### config.mk
export PLATFORM = sky130hd
export DESIGN_NAME = esmu_regs
export DESIGN_NICKNAME = d
export VERILOG_FILES = /design/src/rtl/core/esmu_pkg.sv /design/src/rtl/core/esmu_regs.sv
export SDC_FILE = /design/constraint.sdc
export NUM_CORES = 1
export LEC_CHECK = 0
export BUFFER_PORTS_ARGS = -buffer_cell sky130_fd_sc_hd__buf_2
export CAP_MARGIN = 25
export CORE_MARGIN = 1.5
export CORE_UTILIZATION = 23
export DETAILED_ROUTE_END_ITERATION = 8
export SETUP_SLACK_MARGIN = 0.5
export SYNTH_ARGS = -nofsm -noshare
export SYNTH_HDL_FRONTEND = slang
export SYNTH_SLANG_ARGS = --single-unit
### constraint.sdc
create_clock -name clk_i -period 1.65 [get_ports clk_i]
set_clock_uncertainty 0.05 [all_clocks]
set_input_delay 0.2475 -clock clk_i [delete_from_list [all_inputs] [get_ports clk_i]]
set_output_delay 0.2475 -clock clk_i [all_outputs]
set_load 0.1 [all_outputs]
### src/rtl/core/esmu_pkg.sv
// shared constants, codes and control structs of the sir marginal update unit
// no dependencies
package esmu_pkg;

  localparam int unsigned DEF_MAX_NODES    = 1024;
  localparam int unsigned NODE_COUNT_RESET = 1024;
  localparam int unsigned PROB_W           = 32;
  localparam int unsigned NODE_W           = 10;
  localparam int unsigned COUNT_W          = 11;
  localparam int unsigned PADDR_W          = 4;

  localparam logic [PROB_W-1:0] ONE_Q31 = 32'h8000_0000;

  // item action codes
  localparam logic [1:0] ACT_START   = 2'd0;
  localparam logic [1:0] ACT_CONTACT = 2'd1;
  localparam logic [1:0] ACT_CLOSE   = 2'd2;
  localparam logic [1:0] ACT_READ    = 2'd3;

  // register indexes (word address)
  localparam logic [1:0] REG_NODE_COUNT     = 2'd0;
  localparam logic [1:0] REG_INFECTION_RATE = 2'd1;
  localparam logic [1:0] REG_RECOVERY_RATE  = 2'd2;
  localparam logic [1:0] REG_DIRECTED       = 2'd3;

  typedef enum logic [1:0] {
    SEL_CNT,
    SEL_A,
    SEL_B
  } esmu_addr_sel_e;

  typedef enum logic [2:0] {
    WR_CLEAR,
    WR_SEED,
    WR_PROD,
    WR_INF,
    WR_SUSC
  } esmu_wr_mode_e;

  typedef enum logic [2:0] {
    MA_KEEP,
    MA_MULQ,
    MA_SCALE,
    MA_S_RD,
    MA_T0
  } esmu_mul_a_e;

  typedef enum logic [1:0] {
    MB_BETA,
    MB_I_RD,
    MB_P_RD,
    MB_T0
  } esmu_mul_b_e;

  typedef enum logic [1:0] {
    T0_HOLD,
    T0_MSG,
    T0_ONE_MINUS_P
  } esmu_t0_sel_e;

  typedef struct packed {
    logic [PROB_W-1:0] beta_eff;
    logic [PROB_W-1:0] keep;
    logic              directed;
  } esmu_cfg_t;

  typedef struct packed {
    logic           in_ld;
    logic           cnt_clr;
    logic           cnt_inc;
    logic           cnt_all;
    logic           rd_en;
    esmu_addr_sel_e rd_sel;
    logic           wr_en;
    esmu_addr_sel_e wr_sel;
    esmu_wr_mode_e  wr_mode;
    esmu_mul_a_e    mul_a;
    esmu_mul_b_e    mul_b;
    logic           scale_ld;
    esmu_t0_sel_e   t0_sel;
    logic           acc_ld;
    logic           out_ld;
  } esmu_cmd_t;

  typedef struct packed {
    logic a_in_use;
    logic b_in_use;
    logic cnt_last;
    logic directed;
  } esmu_status_t;

endpackage

### src/rtl/core/esmu_regs.sv
// apb register file of the sir marginal update unit
// depends on esmu_pkg; keeps raw values for read-back and clamped copies for the datapath
module esmu_regs #(
  parameter int unsigned MAX_NODES = esmu_pkg::DEF_MAX_NODES
) (
  input  logic                                 clk_i,
  input  logic                                 rst_ni,
  input  logic                                 psel,
  input  logic                                 penable,
  input  logic                                 pwrite,
  input  logic [esmu_pkg::PADDR_W-1:0]         paddr,
  input  logic [31:0]                          pwdata,
  output logic [31:0]                          prdata,
  output logic                                 pready,
  output esmu_pkg::esmu_cfg_t                  cfg_o,
  output logic [$clog2(MAX_NODES + 1)-1:0]     used_o
);
  import esmu_pkg::*;

  localparam int unsigned CntW = $clog2(MAX_NODES + 1);
  localparam int unsigned UsedReset =
    (NODE_COUNT_RESET > MAX_NODES) ? MAX_NODES : NODE_COUNT_RESET;

  function automatic logic [PROB_W-1:0] clamp_one(logic [PROB_W-1:0] v);
    return (v > ONE_Q31) ? ONE_Q31 : v;
  endfunction

  logic [COUNT_W-1:0] node_count_q;
  logic [PROB_W-1:0]  beta_raw_q;
  logic [PROB_W-1:0]  mu_raw_q;
  logic               directed_q;
  logic [CntW-1:0]    used_q;
  logic [PROB_W-1:0]  beta_eff_q;
  logic [PROB_W-1:0]  keep_q;
  logic               wr_en;
  logic [1:0]         reg_idx;
  logic [COUNT_W-1:0] wr_count;
  logic [CntW-1:0]    used_w;

  assign pready   = 1'b1;
  assign wr_en    = psel & penable & pwrite;
  assign reg_idx  = paddr[3:2];
  assign wr_count = pwdata[COUNT_W-1:0];

  always_comb begin
    if (wr_count == '0) begin
      used_w = CntW'(1);
    end else if (32'(wr_count) > 32'(MAX_NODES)) begin
      used_w = CntW'(MAX_NODES);
    end else begin
      used_w = CntW'(wr_count);
    end
  end

  always_ff @(posedge clk_i or negedge rst_ni) begin
    if (!rst_ni) begin
      node_count_q <= COUNT_W'(NODE_COUNT_RESET);
      beta_raw_q   <= '0;
      mu_raw_q     <= '0;
      directed_q   <= 1'b0;
      used_q       <= CntW'(UsedReset);
      beta_eff_q   <= '0;
      keep_q       <= ONE_Q31;
    end else if (wr_en) begin
      unique case (reg_idx)
        REG_NODE_COUNT: begin
          node_count_q <= wr_count;
          used_q       <= used_w;
        end
        REG_INFECTION_RATE: begin
          beta_raw_q <= pwdata;
          beta_eff_q <= clamp_one(pwdata);
        end
        REG_RECOVERY_RATE: begin
          mu_raw_q <= pwdata;
          keep_q   <= ONE_Q31 - clamp_one(pwdata);
        end
        REG_DIRECTED: begin
          directed_q <= pwdata[0];
        end
        default: begin
          directed_q <= directed_q;
        end
      endcase
    end
  end

  always_comb begin
    unique case (reg_idx)
      REG_NODE_COUNT:     prdata = 32'(node_count_q);
      REG_INFECTION_RATE: prdata = beta_raw_q;
      REG_RECOVERY_RATE:  prdata = mu_raw_q;
      REG_DIRECTED:       prdata = 32'(directed_q);
      default:            prdata = '0;
    endcase
  end

  assign cfg_o.beta_eff = beta_eff_q;
  assign cfg_o.keep     = keep_q;
  assign cfg_o.directed = directed_q;
  assign used_o         = used_q;

endmodule

; After elaboration in Yosys (flattened, before gate mapping)
; Index checks and enable logic that the tools add are counted.
[totals]
register_bits = 151
input_bits = 41
output_inout_bits = 109
wordCells = 25
[op_classes]
add_sub_neg = 1
n_lt_le_gt_ge = 2
eq_ne = 3
n_mux = 4
n_bitwise = 2
reduce_logical = 6
[ops]
columns = cell, n
row1 = $pmux 32 s4, 1
row2 = $gt 32x32->1 const B, 1
row3 = $mux 32, 1
row4 = $sub 32x32->32 const A, 1
row5 = $mux 11, 2
row6 = $gt 11x11->1 const B, 1
row7 = $logic_not 11->1, 1
row8 = $reduce_and 2->1, 4
row9 = $eq 2x2->1 const B, 2
row10 = $and 1x1->1, 2
row11 = $eq 2x1->1 const B, 1
row12 = $logic_not 2->1, 1

; Depth between registers and ports, before layout
[logic_depth]
depth_word = 3
mapped_depth = 10
depth_no_buf = 8

; Least setup slack after synthesis
; OpenSTA, ideal clock, no wires.
[synth_timing]
path_type = input to output
from = in paddr[2] (netlist bit)
to = out prdata[10]
arrival_ps = 3245
required_ps = 1352
setup_slack_ps = -1892
stages = 4
path_buffers = 2
cell_sequence = clkbuf_1 clkbuf_1 mux2i_1 o21ai_0
[synth_between]
elab_chain_len = 2
elab_cells_between_ends = 5
cone_classes = 3 x eq/ne / 1 x mux / 1 x reduce/logical
[synth_rtl]
columns = item, line_no
row1 = from (decl), esmu_regs.sv:11  ; input logic [esmu_pkg::PADDR_W-1:0] paddr,
row2 = $eq 2x2->1 (tied with other cells), esmu_regs.sv:89  ; unique case (reg_idx)
row3 = $pmux 32 s4 (*), esmu_regs.sv:89
row4 = to (decl), esmu_regs.sv:13  ; output logic [31:0] prdata,
; Mark *: on every way between the ends. The rest lies on a longest branch, timed or not.

; Worst setup path in the final report
[layout_timing]
from = in pwdata[26]
to = reg keep_q[28]
[layout_between]
elab_chain_len = 3
[layout_rtl]
columns = item, line_no
row1 = from (decl), esmu_regs.sv:12  ; input logic [31:0] pwdata,
row2 = $gt 32x32->1, esmu_regs.sv:25  ; return (v > ONE_Q31) ? ONE_Q31 : v;
row3 = $mux 32 (*), esmu_regs.sv:25
row4 = $sub 32x32->32 (*), esmu_regs.sv:76  ; keep_q <= ONE_Q31 - clamp_one(pwdata);
row5 = to (signal assigned), esmu_regs.sv:76
row6 = to (decl), esmu_regs.sv:34  ; logic [PROB_W-1:0] keep_q;
; Marks and branches as above.
; A chain may end at the register's enable or synchronous reset.

==> results.md <==
* Setup-failing EPs final at 43
* Drt first-iter violations at 513
* Final net count at 1122
* Int Pwr at 9.52 mW
* Post-place instance area at 0.0101 mm²
* Overall power at 16.5 mW
* Critical path launch point type: input pin
* GRT Util Overall at 17.6%
* Ys async rst share at 100%
* Synth area leader: dfrtp_1
* Clock transition at path regs at 0.06 ns
* Worst setup EP type: register
* Max_cap viols at 0
* Worst Setup Path Type: in2reg
* Avg Vias per Cell at 4.73
* P_sw at 6.96 mW
* Top-count cell post-synth: nand2_1
* R2r worst-path depth at 3
* Hold Path Stages at 3
* Initial antenna violation count at 1
* DR vias at 7039
* Core ar. at 0.0305 mm²
* 1st-pass router iterations at 5
* # H-tree levels at 4
* Vias in the first global route at 7094
* Syn avg cell area at 8.62 µm²
* Largest net degree at the start of global routing at 79
* Diode count at 0
* IO Pins at 150
* Post-synth EDFFs at 0
* Pleak at 5.85 nW
* CTS tree: built
* Root Buffer: clkbuf_16
* Non-Filler Instances at 1489
* Worst setup margin at -0.216 ns
* Starting Density at 23.3%
* Primary FF master, synth: dfrtp_1
* Worst r2r src: keep_q[29]
* Fmax at 536 MHz
* CTS Buf Count at 17
* Hold worst-path end: beta_raw_q[2]
* Failing checks: setup timing
* Reg2reg setup slack at 0.61 ns
* Register area share after synthesis at 53.2%
* Post-Route WL at 27600 µm
* CTS Sinks at 151
* Tmin final at 1.87 ns
* Logic pwr share at 45.0%
* Clk_lat worst skew at 0.43 ns
* Hold path startpoint: pwdata[2]
* GP Congestion at 0.825
* Netlist cell types at 52
* First-pass GRT wire length at 42100 µm
* DRC errors left at 0
* Area delta synth->final at 80.5%
* Clk pwr share at 23.7%
* Peak supply drop at 0.817 mV
* Top post-synthesis cells by area: dfrtp_1, nand2_1, o21ai_0
* Fin area at 0.0128 mm²
* Run status: complete, but fails checks
* Critical Path AT at 2.15 ns
* Die span in y at 179 µm
* Die W at 179 µm
* Row count at 64
* CP max FO at 5
* Hold crit path type: in2reg
* I/O Buffers at 146
* DR WL/cell at 18.5 µm
* Leading cell types by count after synthesis: nand2_1, dfrtp_1, o21ai_0
* Synth top area share at 52.1%
* Synthesized area at 0.00710 mm²
* Cell count after synthesis at 824
* Synth Warn # at 0
* Bufs on Longest Clock Path at 2
* Inst Count DP at 1410
* Syn Nets at 866
* Critical Path RT at 1.94 ns
* DP HPWL at 19200 µm
* Seq cells post-synth at 151
* Total grt overflow at 0
* Final hold violation count at 0
* Switching part of the total at 42.3%
* RSZ-0062 raised after global routing: true
* R2r endpoint: keep_q[29]
* ANT nets after route at 0
* Layout cells sized above 1 at 49.8%
* Fin. max-slew vios at 0
* Fill cells at 2737
* Power Dens Cells at 1290 mW/mm²
* Final period util at 113%
* Register share of total power at 31.3%
* Die footprint at 0.0319 mm²
==> power groups by stage <==
| stage | registers [mW] | logic, mW | clock network [mW] |
|---|---|---|---|
| 5_1_grt | 5.23 | 7.72 | 4.12 |
| 4_1_cts | 5.15 | 7.24 | 3.97 |
| 3_3_place_gp | 4.96 | 5.93 | 0 |
| 2_1_floorplan | 7.26 | 2.11 | 0 |
| 3_5_place_dp | 4.99 | 5.96 | 0 |
| 6_report | 5.15 | 7.42 | 3.91 |
==> cell families (layout without fill, tap and decap cells) <==
family	Yosys count	after routing	synth area share, %
AO/OA/AOI/OAI	134	134	12.5
XOR/XNOR	10	10	1.23
adder cells (fa/ha/maj)	1	1	0.176
buffers and inverters	73	342	4.37
flip-flops	151	151	53.2
multiplexers	15	15	2.33
other	1	1	0.0528
AND/OR/NAND/NOR	439	439	26.1
==> final cells by class <==
cell class | count | area (µm²) | area share (%)
timing repair buffer | 308 | 3960 | 30.9
multi-input combinational | 600 | 3890 | 30.3
sequential | 151 | 3870 | 30.2
tap | 396 | 495 | 3.86
clock buffer | 22 | 464 | 3.62
clock inverter | 10 | 120 | 0.937
inverter | 2 | 20.0 | 0.156
==> worst max-delay path by stage <==
stage / depth (start not counted) / slack (ns) / start / end
after floorplan: 8 / -0.51 / pwdata[26] / keep_q[26]
after global placement: 8 / -0.71 / pwdata[23] / keep_q[21]
after detailed placement: 8 / -0.72 / pwdata[23] / keep_q[21]
after CTS: 2 / -0.21 / mu_raw_q[0] / prdata[0]
after global routing: 9 / -0.27 / pwdata[19] / keep_q[12]
final: 9 / -0.22 / pwdata[26] / keep_q[28]
==> cell usage in the layout (no fill, tap or decap), drive strengths merged, types with 2 or more instances in the layout <==
master         n
o21a           5
or4            2
nand4          8
nor2b          2
nand2        335
o211ai         2
clkbuf        23
and2           6
nand3         13
dfstp          3
a21oi          9
nor2          23
mux2i         12
a21o           2
xnor2          7
a31oi          8
dfrtp        148
and3           2
nor4          13
o41ai          2
buf          305
or3           10
nor3          13
nand2b         3
clkinvlp       2
nand3b         5
o21ai         63
bufinv         2
dlygate4sd3    2
a22o          27
mux2           2
or2            3
inv            4
o31ai          8
a32o           2
clkinv         4
xor2           3
==> metal layers <==
layer  vias to the layer above  global-route usage [%]  wire length, µm
met1                      3448                    22.1            11400
met5                         -                       0               13
met2                       263                    27.6            13000
met4                         2                    6.98              898
li1                       3270                       -                -
met3                        56                    6.23             2290
==> per-stage QoR <==
step | hold slack, ns | utilization (%) | TNS (ns) | worst slack (ns)
CTS | 0.0291 | 40.8 | -2.78 | -0.210
floorplan | -0.0981 | - | -16.52 | -0.510
detailed placement | 0.146 | 33.2 | -28.55 | -0.721
global placement | 0.148 | 33.2 | -27.84 | -0.709
global route | 0.0186 | 42.0 | -6.41 | -0.274
finish | 0.0165 | 42.0 | -4.81 | -0.216
==> worst max-delay path, cell delays in order <==
cell and delay [ns]:
buf_6 0.09, or3_4 0.39, or3_4 0.39, o41a_1 0.40, buf_4 0.17, buf_6 0.13
nand2_4 0.07, o41ai_2 0.08, o31ai_2 0.17
==> timing repair <==
action                                  CTS  global route
resized for setup                       417            52
hold buffers                              2             0
gates cloned                              2             0
endpoints found under the setup margin  162           175
endpoints found under the hold margin    35             0
setup buffers                            23            20
pin swaps                                82            31
==> sequential cells by signal (all words and copies together) (netlist names) <==
name	flops
beta_eff_q	32
beta_raw_q	32
keep_q	32
mu_raw_q	32
node_count_q	11
used_o	11
directed_q	1
No activity file was read; power rests on OpenSTA's default activity.
