`config.mk`:
```
export PLATFORM = sky130hd
export DESIGN_NAME = esmu_ctrl
export DESIGN_NICKNAME = d
export VERILOG_FILES = /design/src/rtl/core/esmu_pkg.sv /design/src/rtl/core/esmu_ctrl.sv
export SDC_FILE = /design/constraint.sdc
export NUM_CORES = 1
export LEC_CHECK = 0
export BUFFER_PORTS_ARGS = -buffer_cell sky130_fd_sc_hd__buf_4
export CORE_UTILIZATION = 38
export CTS_CLUSTER_DIAMETER = 150
export DETAILED_ROUTE_END_ITERATION = 8
export GPL_TIMING_DRIVEN = 1
export MAX_ROUTING_LAYER = met4
export PLACE_DENSITY_LB_ADDON = 0.3
export RECOVER_POWER = 50
export SETUP_SLACK_MARGIN = 0.05
export SYNTH_ARGS = -nofsm -noshare
export SYNTH_HDL_FRONTEND = slang
export SYNTH_SLANG_ARGS = --single-unit
```
`constraint.sdc`:
```
create_clock -name clk_i -period 1.75 [get_ports clk_i]
set_input_delay 0.0875 -clock clk_i [delete_from_list [all_inputs] [get_ports clk_i]]
set_output_delay 0.0875 -clock clk_i [all_outputs]
set_load 0.05 [all_outputs]
```
`src/rtl/core/esmu_pkg.sv`:
```
// shared constants, codes and control structs of the sir marginal update unit
// no dependencies
package esmu_pkg;

  localparam int unsigned DEF_MAX_NODES    = 1024;
  localparam int unsigned NODE_COUNT_RESET = 1024;
  localparam int unsigned PROB_W           = 32;
  localparam int unsigned NODE_W           = 10;
  localparam int unsigned COUNT_W          = 11;
  localparam int unsigned PADDR_W          = 4;

  localparam logic [PROB_W-1:0] ONE_Q31 = 32'h8000_0000;

  // item action codes
  localparam logic [1:0] ACT_START   = 2'd0;
  localparam logic [1:0] ACT_CONTACT = 2'd1;
  localparam logic [1:0] ACT_CLOSE   = 2'd2;
  localparam logic [1:0] ACT_READ    = 2'd3;

  // register indexes (word address)
  localparam logic [1:0] REG_NODE_COUNT     = 2'd0;
  localparam logic [1:0] REG_INFECTION_RATE = 2'd1;
  localparam logic [1:0] REG_RECOVERY_RATE  = 2'd2;
  localparam logic [1:0] REG_DIRECTED       = 2'd3;

  typedef enum logic [1:0] {
    SEL_CNT,
    SEL_A,
    SEL_B
  } esmu_addr_sel_e;

  typedef enum logic [2:0] {
    WR_CLEAR,
    WR_SEED,
    WR_PROD,
    WR_INF,
    WR_SUSC
  } esmu_wr_mode_e;

  typedef enum logic [2:0] {
    MA_KEEP,
    MA_MULQ,
    MA_SCALE,
    MA_S_RD,
    MA_T0
  } esmu_mul_a_e;

  typedef enum logic [1:0] {
    MB_BETA,
    MB_I_RD,
    MB_P_RD,
    MB_T0
  } esmu_mul_b_e;

  typedef enum logic [1:0] {
    T0_HOLD,
    T0_MSG,
    T0_ONE_MINUS_P
  } esmu_t0_sel_e;

  typedef struct packed {
    logic [PROB_W-1:0] beta_eff;
    logic [PROB_W-1:0] keep;
    logic              directed;
  } esmu_cfg_t;

  typedef struct packed {
    logic           in_ld;
    logic           cnt_clr;
    logic           cnt_inc;
    logic           cnt_all;
    logic           rd_en;
    esmu_addr_sel_e rd_sel;
    logic           wr_en;
    esmu_addr_sel_e wr_sel;
    esmu_wr_mode_e  wr_mode;
    esmu_mul_a_e    mul_a;
    esmu_mul_b_e    mul_b;
    logic           scale_ld;
    esmu_t0_sel_e   t0_sel;
    logic           acc_ld;
    logic           out_ld;
  } esmu_cmd_t;

  typedef struct packed {
    logic a_in_use;
    logic b_in_use;
    logic cnt_last;
    logic directed;
  } esmu_status_t;

endpackage

```
`src/rtl/core/esmu_ctrl.sv`:
```
// sequencer of the sir marginal update unit
// depends on esmu_pkg; drives the datapath through esmu_cmd_t and watches esmu_status_t
module esmu_ctrl (
  input  logic                   clk_i,
  input  logic                   rst_ni,
  input  logic                   in_valid_i,
  input  logic [1:0]             action_i,
  output logic                   in_stall_o,
  output logic                   out_valid_o,
  input  logic                   out_stall_i,
  input  esmu_pkg::esmu_status_t status_i,
  output esmu_pkg::esmu_cmd_t    cmd_o
);
  import esmu_pkg::*;

  localparam logic [4:0] ST_IDLE  = 5'd0;
  localparam logic [4:0] ST_CLEAR = 5'd1;
  localparam logic [4:0] ST_SEED  = 5'd2;
  localparam logic [4:0] ST_C0    = 5'd3;
  localparam logic [4:0] ST_C1    = 5'd4;
  localparam logic [4:0] ST_C2    = 5'd5;
  localparam logic [4:0] ST_C3    = 5'd6;
  localparam logic [4:0] ST_C4    = 5'd7;
  localparam logic [4:0] ST_C5    = 5'd8;
  localparam logic [4:0] ST_C6    = 5'd9;
  localparam logic [4:0] ST_C7    = 5'd10;
  localparam logic [4:0] ST_K0    = 5'd11;
  localparam logic [4:0] ST_K1    = 5'd12;
  localparam logic [4:0] ST_K2    = 5'd13;
  localparam logic [4:0] ST_K3    = 5'd14;
  localparam logic [4:0] ST_K4    = 5'd15;
  localparam logic [4:0] ST_R0    = 5'd16;
  localparam logic [4:0] ST_R1    = 5'd17;

  logic [4:0] state_q, state_d;
  logic       seed_q, seed_d;
  logic       out_valid_q, out_valid_d;
  logic       out_free;
  esmu_cmd_t  cmd;

  assign out_free = !out_valid_q || !out_stall_i;

  always_comb begin
    cmd     = '0;
    state_d = state_q;
    seed_d  = seed_q;
    unique case (state_q)
      ST_IDLE: begin
        if (in_valid_i) begin
          cmd.in_ld = 1'b1;
          unique case (action_i)
            ACT_START: begin
              cmd.cnt_clr = 1'b1;
              seed_d      = 1'b1;
              state_d     = ST_CLEAR;
            end
            ACT_CONTACT: state_d = ST_C0;
            ACT_CLOSE: begin
              cmd.cnt_clr = 1'b1;
              state_d     = ST_K0;
            end
            ACT_READ: state_d = ST_R0;
            default:  state_d = ST_IDLE;
          endcase
        end
      end
      // whole-store sweep, also the pass after reset
      ST_CLEAR: begin
        cmd.cnt_all = 1'b1;
        cmd.wr_en   = 1'b1;
        cmd.wr_sel  = SEL_CNT;
        cmd.wr_mode = WR_CLEAR;
        if (status_i.cnt_last) begin
          cmd.cnt_clr = 1'b1;
          state_d     = seed_q ? ST_SEED : ST_IDLE;
        end else begin
          cmd.cnt_inc = 1'b1;
        end
      end
      ST_SEED: begin
        cmd.wr_en   = status_i.a_in_use;
        cmd.wr_sel  = SEL_A;
        cmd.wr_mode = WR_SEED;
        seed_d      = 1'b0;
        state_d     = ST_IDLE;
      end
      ST_C0: begin
        if (status_i.a_in_use && status_i.b_in_use) begin
          cmd.mul_a  = MA_KEEP;
          cmd.mul_b  = MB_BETA;
          cmd.rd_en  = 1'b1;
          cmd.rd_sel = SEL_A;
          state_d    = ST_C1;
        end else begin
          state_d = ST_IDLE;
        end
      end
      ST_C1: begin
        cmd.mul_a    = MA_MULQ;
        cmd.mul_b    = MB_I_RD;
        cmd.scale_ld = 1'b1;
        cmd.rd_en    = 1'b1;
        cmd.rd_sel   = SEL_B;
        state_d      = ST_C2;
      end
      ST_C2: begin
        cmd.mul_a  = MA_SCALE;
        cmd.mul_b  = MB_I_RD;
        cmd.t0_sel = T0_MSG;
        state_d    = ST_C3;
      end
      ST_C3: begin
        cmd.mul_a  = MA_T0;
        cmd.mul_b  = MB_P_RD;
        cmd.t0_sel = T0_MSG;
        state_d    = ST_C4;
      end
      ST_C4: begin
        cmd.wr_en   = 1'b1;
        cmd.wr_sel  = SEL_B;
        cmd.wr_mode = WR_PROD;
        state_d     = status_i.directed ? ST_IDLE : ST_C5;
      end
      // receiver product is re-read after its write so a self contact chains
      ST_C5: begin
        cmd.rd_en  = 1'b1;
        cmd.rd_sel = SEL_A;
        state_d    = ST_C6;
      end
      ST_C6: begin
        cmd.mul_a = MA_T0;
        cmd.mul_b = MB_P_RD;
        state_d   = ST_C7;
      end
      ST_C7: begin
        cmd.wr_en   = 1'b1;
        cmd.wr_sel  = SEL_A;
        cmd.wr_mode = WR_PROD;
        state_d     = ST_IDLE;
      end
      ST_K0: begin
        cmd.rd_en  = 1'b1;
        cmd.rd_sel = SEL_CNT;
        state_d    = ST_K1;
      end
      ST_K1: begin
        cmd.mul_a  = MA_KEEP;
        cmd.mul_b  = MB_I_RD;
        cmd.t0_sel = T0_ONE_MINUS_P;
        state_d    = ST_K2;
      end
      ST_K2: begin
        cmd.mul_a  = MA_S_RD;
        cmd.mul_b  = MB_T0;
        cmd.acc_ld = 1'b1;
        state_d    = ST_K3;
      end
      ST_K3: begin
        cmd.mul_a   = MA_S_RD;
        cmd.mul_b   = MB_P_RD;
        cmd.wr_en   = 1'b1;
        cmd.wr_sel  = SEL_CNT;
        cmd.wr_mode = WR_INF;
        state_d     = ST_K4;
      end
      ST_K4: begin
        cmd.wr_en   = 1'b1;
        cmd.wr_sel  = SEL_CNT;
        cmd.wr_mode = WR_SUSC;
        if (status_i.cnt_last) begin
          cmd.cnt_clr = 1'b1;
          state_d     = ST_IDLE;
        end else begin
          cmd.cnt_inc = 1'b1;
          state_d     = ST_K0;
        end
      end
      ST_R0: begin
        cmd.rd_en  = 1'b1;
        cmd.rd_sel = SEL_A;
        state_d    = ST_R1;
      end
      ST_R1: begin
        if (out_free) begin
          cmd.out_ld = 1'b1;
          state_d    = ST_IDLE;
        end
      end
      default: state_d = ST_IDLE;
    endcase
  end

  assign out_valid_d = cmd.out_ld ? 1'b1 : (out_valid_q && out_stall_i);

  always_ff @(posedge clk_i or negedge rst_ni) begin
    if (!rst_ni) begin
      state_q     <= ST_CLEAR;
      seed_q      <= 1'b0;
      out_valid_q <= 1'b0;
    end else begin
      state_q     <= state_d;
      seed_q      <= seed_d;
      out_valid_q <= out_valid_d;
    end
  end

  assign in_stall_o  = (state_q != ST_IDLE);
  assign out_valid_o = out_valid_q;
  assign cmd_o       = cmd;

endmodule

```
==> After elaboration in Yosys (flattened, before gate mapping) <==
Index checks and enable logic that the tools add are counted.
W data, S select, Z words.
{ "totals": {"out_inout_bits": 25, "ff_bits": 7, "inputBits": 10} }
{ "op_classes": {"mux": 30, "n_eq_ne": 24, "reduce_logical": 16} }
{ "op_table": {"columns": ["cell", "n"], "rows": [
  ["$pmux W5 S16", 1],
  ["$eq A5 B4 Y1 const B", 8],
  ["$pmux W6 S6", 1],
  ["$pmux W5 S6", 1],
  ["$eq A5 B3 Y1 const B", 4],
  ["$pmux W5 S4", 1],
  ["$mux W5", 3],
  ["$mux W1", 13],
  ["$pmux W3 S4", 1],
  ["$eq A5 B2 Y1 const B", 2],
  ["$eq A5 B5 Y1 const B", 2],
  ["$reduce_or A2 Y1", 5],
  ["$mux W4", 2],
  ["$mux W3", 2],
  ["$ne A2 B2 Y1 const B", 3],
  ["$reduce_and A3 Y1", 2],
  ["$eq A5 B1 Y1 const B", 1],
  ["$logic_not A5 Y1", 1],
  ["$reduce_bool A5 Y1", 1],
  ["$eq A2 B2 Y1 const B", 2],
  ["$mux W2", 2],
  ["$pmux W1 S2", 2],
  ["$pmux W2 S2", 1],
  ["$eq A2 B1 Y1 const B", 1],
  ["other kinds (6)", 8]
]} }

==> Logic depth before layout (Yosys ltp) <==
Gate-level depths: netlist (run 1).
{ "depth": {"depth_word": 5, "ltp_mapped": 6, "mapped_depth_nobuf": 6} }

==> Worst setup path after synthesis (run 1) <==
OpenSTA, ideal clock, no wires.
{ "synth_timing": {"path_type": "register to output", "from": "register state_q[1]", "to": "output port cmd_o[18] (netlist name)", "path_stages_with_launch": 5, "arrival_time_ns": 2.363, "n_path_buf": 2, "path_slack_ns": -0.701, "cell_sequence": "dfrtp_1 buf_4 clkbuf_1 nor3_1 or3_1"} }
{ "synth_lines": {"columns": ["element", "line", "text"], "rows": [
  ["start: declaration", "esmu_ctrl.sv:35", "logic [4:0] state_q, state_d;"],
  ["start signal: assignment", "esmu_ctrl.sv:201", "state_q <= state_d;"],
  ["end: declaration", "esmu_ctrl.sv:12", "output esmu_pkg::esmu_cmd_t cmd_o"]
]} }

==> impl_metrics.env, run 1 <==
export IMPL_status="complete, no violations"
export IMPL_area_growth_pct=66.1
export IMPL_antenna_found_initial=0
export IMPL_grt_pass1_wl_um=4300
export IMPL_synthSimpleGateAreaFrac=0.397
export IMPL_path_max_fanout=5
export IMPL_yosysTopAreaCell="dfrtp_1"
export IMPL_num_vias=1082
export IMPL_setup_viol=0
export IMPL_synth_edf_count=0
export IMPL_dieWidth_um=50.2
export IMPL_gp_congestion=0.880
export IMPL_clock_path_buffers=2
export IMPL_synth_area_leaders="dfrtp_1, a21oi_1, nor3_1"
export IMPL_nFillCells=200
export IMPL_first_global_vias=974
export IMPL_antenna_left=0
export IMPL_netlist_area_sq_um=883
export IMPL_slew_headroom=0.611
export IMPL_synth_avg_cell_area_sq_um=7.07
export IMPL_dr_pass1_iters=4
export IMPL_post_route_util=0.670
export IMPL_fp_dieH_um=50.2
export IMPL_final_max_slew_viol_count=0
export IMPL_synthCells=125
export IMPL_numCtsBuffers=3
export IMPL_htree_num_levels=1
export IMPL_period_minus_slack_ns=1.75
export IMPL_min_period_over_period=0.998
export IMPL_skew_ns=0.00594
export IMPL_synthDistinctLibCells=43
export IMPL_hold_start="out_stall_i"
export IMPL_path_class="flop to primary output"
export IMPL_drv_cap=0
export IMPL_synth_compound_area_frac=0.234
export IMPL_yosys_most_used_dff="dfrtp_1"
export IMPL_nets=186
export IMPL_synthTopCellsByCount="a21oi_1, nand2_1, nor2_1"
export IMPL_cts_root_buffer="clkbuf_4"
export IMPL_drt_initial_drc_count=21
export IMPL_vias_per_cell=5.41
export IMPL_netlist_area_leader_share=0.170
export IMPL_min_to="out_valid_o"
export IMPL_fin_area_sq_um=1470
export IMPL_tns_ns=0
export IMPL_clk_pin_slew_ns=0.05
export IMPL_dpl_hpwl_um=2050
export IMPL_synth_seq_cells=7
export IMPL_syn_nets=138
export IMPL_start_kind="flop"
export IMPL_wl_um=2780
export IMPL_clock_sinks=7
export IMPL_arrival_ns=1.66
export IMPL_synth_xor_area_share=0.0198
export IMPL_place_area_sq_um=1260
export IMPL_io_buffers=34
export IMPL_wl_per_cell_um=13.9
export IMPL_yosys_warnings=0
export IMPL_start_util=0.403
export IMPL_ios=35
export IMPL_fmax_mhz=572
export IMPL_core_sq_um=2190
export IMPL_drc=0
export IMPL_cts_tree="yes"
export IMPL_worstSetupEndpointType="primary output"
export IMPL_grt_start_max_net_pins=12
export IMPL_synth_adder_area_share=0.0425
export IMPL_tightest_slew_ns=0.586
export IMPL_reg2reg_from="state_q[0]"
export IMPL_hold_path_class="primary input to flop"
export IMPL_grt_usage=0.225
export IMPL_reg2reg_slack_ns=0.17
export IMPL_die_area_sq_um=2520
export IMPL_cp_data_required_time_ns=1.66
export IMPL_hold_viol_final=0
export IMPL_async_flop_share=1.00
export IMPL_pre_cts_slack_ns=0.130
export IMPL_hold_path_cell_count=3
export IMPL_rr_endpoint="state_q[1]"
export IMPL_diodes=0
export IMPL_fin_ws_ns=0.00301
export IMPL_layout_drive_gt1_share=0.535
export IMPL_r2r_cells=5
export IMPL_rsz0062_at_grt="true"
export IMPL_synth_most_common_cell="a21oi_1"
export IMPL_muxShareOfSynthArea=0.0113
export IMPL_seq_area_frac_synth=0.200
export IMPL_synth_top_family_by_area="simple AND/OR/NAND/NOR gates"
export IMPL_row_count=17
export IMPL_clk_latency_ns=0.25
export IMPL_grt_overflow=0
-- registers in the layout, summed over array words and instances, names as in the netlist --
name / count
state_q: 5
seed_q: 1
out_valid_o: 1
-- per-layer routing --
metal  part of all wire  vias to the layer above  GRT usage
met3              0.048                        0     0.0455
li1                   -                      537          -
met2               0.54                       34      0.422
met5                  0                        -          -
met1               0.41                      511      0.254
met4                  0                        0    0.00952
-- worst max-delay path by stage --
stage / start / endpoint / slack (ns) / cells after the start
2_1_floorplan: state_q[1] / cmd_o[18] / -0.23 / 4
3_3_place_gp: state_q[0] / cmd_o[18] / 0.16 / 5
3_5_place_dp: state_q[0] / cmd_o[18] / 0.13 / 5
4_1_cts: state_q[0] / cmd_o[18] / 0.009 / 6
5_1_grt: state_q[0] / cmd_o[18] / -0.07 / 5
6_report: state_q[3] / cmd_o[18] / 0.003 / 5
-- area by class of cell --
type | count | area, sq um | area share
Clock buffer | 4 | 26.3 | 0.0179
Inverter | 2 | 7.51 | 0.00512
Multi-Input combinational cell | 104 | 773 | 0.527
Sequential cell | 7 | 180 | 0.123
Tap cell | 28 | 35.0 | 0.0239
Timing Repair Buffer | 55 | 445 | 0.303
-- worst max-delay path, stage by stage (launching register included) --
cell	delay [ns]
dfrtp_2	0.41
and2b_1	0.27
nand2b_4	0.13
nor3_2	0.05
or3_1	0.38
buf_6	0.16
-- placed cells by master, fill, tap and decap left out, types with 3 or more instances in the layout --
cell type | synthesis | routed
nor3_1 | 9 | 6
buf_4 | 1 | 42
o21ai_1 | 5 | 4
nand2_1 | 12 | 11
ha_1 | 3 | 3
a21oi_2 | 0 | 7
buf_6 | 3 | 10
clkbuf_1 | 2 | 3
a21oi_1 | 14 | 7
or3_1 | 3 | 3
dfrtp_2 | 0 | 3
nand2b_1 | 5 | 3
dfrtp_1 | 6 | 3
nor2_1 | 12 | 10
o21ai_0 | 3 | 3
clkbuf_4 | 0 | 3
nor2b_1 | 5 | 3
-- metrics by stage --
step,hold slack (ns),instances
CTS,0.110,198
detailed placement,-0.0953,188
global route,0.126,200
floorplan,-0.208,125
finish,0.113,200
global placement,-0.0963,188
-- kinds of logic (layout without fill, tap and decap cells) --
| kind of cell | Yosys count | in the layout |
|---|---|---|
| DFF | 7 | 7 |
| muxes | 1 | 1 |
| buffers and inverters | 14 | 61 |
| adders and majority gates | 3 | 3 |
| AOI/OAI and AO/OA | 33 | 33 |
| xor gates and xnor gates | 2 | 2 |
| and+or+nand+nor | 65 | 65 |
-- what timing repair did --
item                                    in CTS  in global routing
setup buffers                                5                  2
pin swaps                                    2                  3
gates resized for setup                     16                 18
hold endpoints to repair                     7                  0
hold buffers                                 1                  0
endpoints found under the setup margin      10                 15
Power of run 1 is not shown: default switching activity piles up to over one toggle a cycle in this logic, so the estimate is an artifact.
==> run 2: changes to the inputs <==
--- a/config.mk
+++ b/config.mk
@@ -5,6 +5,7 @@
 export SDC_FILE = /design/constraint.sdc
 export NUM_CORES = 1
 export LEC_CHECK = 0
+export ABC_AREA = 1
 export BUFFER_PORTS_ARGS = -buffer_cell sky130_fd_sc_hd__buf_4
 export CORE_UTILIZATION = 38
 export CTS_CLUSTER_DIAMETER = 150
@@ -14,6 +15,7 @@
 export PLACE_DENSITY_LB_ADDON = 0.3
 export RECOVER_POWER = 50
 export SETUP_SLACK_MARGIN = 0.05
+export SLEW_MARGIN = 20
 export SYNTH_ARGS = -nofsm -noshare
 export SYNTH_HDL_FRONTEND = slang
 export SYNTH_SLANG_ARGS = --single-unit
==> impl_metrics.env, run 2 <==
export IMPL_io_buffers=34
export IMPL_drv_cap=0
export IMPL_start_kind="flop"
export IMPL_fp_dieH_um=47.2
export IMPL_period_minus_slack_ns=1.71
export IMPL_fin_total_pwr_w=0.00250
export IMPL_netlist_area_leader_share=0.193
export IMPL_setup_viol=0
export IMPL_grt_usage=0.261
export IMPL_syn_nets=140
export IMPL_drc=0
export IMPL_met3_usage=0.0885
export IMPL_layout_drive_gt1_share=0.514
export IMPL_yosys_warnings=0
export IMPL_synth_edf_count=0
export IMPL_synth_seq_cells=7
export IMPL_clock_sinks=7
export IMPL_layoutNonFillerInstCount=202
export IMPL_grt_use_met2=0.384
export IMPL_htree_num_levels=1
export IMPL_gp_congestion=0.938
export IMPL_num_vias=1048
export IMPL_startpoint="state_q[4]"
export IMPL_synthDistinctLibCells=22
export IMPL_hold_viol_final=0
export IMPL_dp_cells=184
export IMPL_skew_ns=0.00135
export IMPL_seq_area_frac_synth=0.227
export IMPL_diodes=0
export IMPL_numCtsBuffers=3
export IMPL_power_density_nw_per_um2=1900
export IMPL_area_growth_pct=69.7
export IMPL_fmax_mhz=584
export IMPL_cts_tree="yes"
export IMPL_fin_ws_ns=0.0370
export IMPL_hold_slack_ns=0.0644
export IMPL_largest_reg_flops=5
export IMPL_core_sq_um=1820
export IMPL_async_flop_share=1.00
export IMPL_reg2reg_slack_ns=0.07
export IMPL_rr_endpoint="state_q[4]"
export IMPL_wl_per_cell_um=13.6
export IMPL_status="complete, no violations"
export IMPL_slew_headroom=0.608
export IMPL_nets=191
export IMPL_rsz0062_at_grt="true"
export IMPL_hold_start="out_stall_i"
export IMPL_netlist_area_sq_um=777
export IMPL_wl_um=2750
export IMPL_clock_path_buffers=2
export IMPL_drt_initial_drc_count=45
export IMPL_nFillCells=151
export IMPL_grt_pass1_wl_um=3970
export IMPL_grtUsageMet1=0.339
export IMPL_top_usage_layer="met2"
export IMPL_row_count=15
export IMPL_tightest_slew_ns=0.591
export IMPL_antenna_found_initial=0
export IMPL_cts_root_buffer="clkbuf_4"
export IMPL_synthTopCellsByCount="nand2_1, nor2_1, inv_1"
export IMPL_min_period_over_period=0.979
export IMPL_dpl_hpwl_um=1850
export IMPL_cp_data_required_time_ns=1.66
export IMPL_arrival_ns=1.63
export IMPL_grt_start_max_net_pins=13
export IMPL_pre_cts_slack_ns=0.226
export IMPL_dr_pass1_iters=4
export IMPL_tns_ns=0
export IMPL_synth_avg_cell_area_sq_um=6.12
export IMPL_grt_overflow=0
export IMPL_antenna_left=0
export IMPL_synthCells=127
export IMPL_start_util=0.427
export IMPL_path_max_fanout=12
export IMPL_hold_path_class="primary input to flop"
export IMPL_min_to="out_valid_o"
export IMPL_peakVddDrop_uv=1250
export IMPL_leakage_nw=0.734
export IMPL_first_global_vias=874
export IMPL_die_area_sq_um=2230
export IMPL_yosysTopAreaCell="dfrtp_1"
export IMPL_reg2reg_from="state_q[0]"
export IMPL_vias_per_cell=5.19
export IMPL_final_max_slew_viol_count=0
export IMPL_r2r_cells=9
export IMPL_final_cell_mix="buf_4, nand2_1, inv_1, nor2_1, buf_6"
export IMPL_worstSetupEndpointType="primary output"
export IMPL_clk_pin_slew_ns=0.05
export IMPL_dieWidth_um=47.2
export IMPL_hold_path_cell_count=3
export IMPL_yosys_most_used_dff="dfrtp_1"
export IMPL_final_common_cell="buf_4"
export IMPL_synth_most_common_cell="nand2_1"
export IMPL_top_register="state_q"
export IMPL_path_class="flop to primary output"
export IMPL_clk_latency_ns=0.26
export IMPL_ios=35
export IMPL_synth_area_leaders="dfrtp_1, nand2_1, nor2_1"
-- run 2: changes by cell type in the layout (fill, tap and decap cells not counted), moves of 4 or more --
cell / before / now
nor2_1: 10 / 15
o21ai_1: 4 / 0
nor2_2: 2 / 6
nor2_4: 2 / 8
nand2_1: 11 / 23
nand3_1: 2 / 8
a21oi_2: 7 / 0
inv_2: 0 / 7
nor3_1: 6 / 2
nand2_2: 0 / 5
nand4_1: 0 / 8
inv_1: 2 / 15
buf_4: 42 / 33
-- run 2: area by class of cell --
class / count / area [sq um] / share of cell area
Sequential cell: 7 / 181 / 0.138
Inverter: 23 / 91.3 / 0.0693
Multi-Input combinational cell: 95 / 588 / 0.446
Timing Repair Buffer: 48 / 400 / 0.304
Clock buffer: 4 / 26.3 / 0.0199
Tap cell: 25 / 31.3 / 0.0237
-- run 2: worst max path at each step --
stage	endpoint	slack, ns	depth (start not counted)
2_1_floorplan	cmd_o[21]	-0.15	4
3_3_place_gp	cmd_o[21]	0.23	6
3_5_place_dp	cmd_o[21]	0.23	6
4_1_cts	cmd_o[2]	0.03	6
5_1_grt	cmd_o[18]	-0.05	6
6_report	cmd_o[11]	0.04	5
-- run 2: logic make-up after synthesis --
kind of cell | Yosys count | share of synthesized area
simple gates | 83 | 0.535
flops | 7 | 0.227
buf+inv | 25 | 0.127
compound gates | 9 | 0.0628
fa+ha+maj | 3 | 0.0483
-- run 2: metrics by stage --
| stage | cell area (sq um) | util |
|---|---|---|
| floorplan | 802 | - |
| global placement | 1080 | 0.591 |
| detailed placement | 1080 | 0.591 |
| CTS | 1170 | 0.643 |
| global route | 1320 | 0.724 |
| finish | 1320 | 0.724 |
-- run 2: routing by layer --
metal / up-vias / share of wire
met5: - / 0
met4: 0 / 0.0095
met3: 4 / 0.087
met2: 62 / 0.52
met1: 474 / 0.39
li1: 508 / -
-- run 2: critical path, stage by stage (launching register included) --
cell      delay [ns]
dfrtp_2         0.48
clkinv_4        0.15
nand3_2         0.18
nor2_2          0.07
or2_2           0.30
buf_4           0.19
-- run 2: timing repair --
action,CTS,global route
endpoints found under the setup margin,9,13
pin swaps,3,6
resized for setup,3,29
hold buffers,1,0
buffers inserted,6,7
endpoints found under the hold margin,7,0
-- run 2: where the power goes --
part / total (W) / switching [W] / internal (W)
Sequential: 0.000334 / 0.0000991 / 0.000235
Combinational: 0.00201 / 0.00133 / 0.000682
Clock: 0.000154 / 0.0000670 / 0.0000875
Total: 0.00250 / 0.00150 / 0.00100
(Power assumes the default switching activity.)
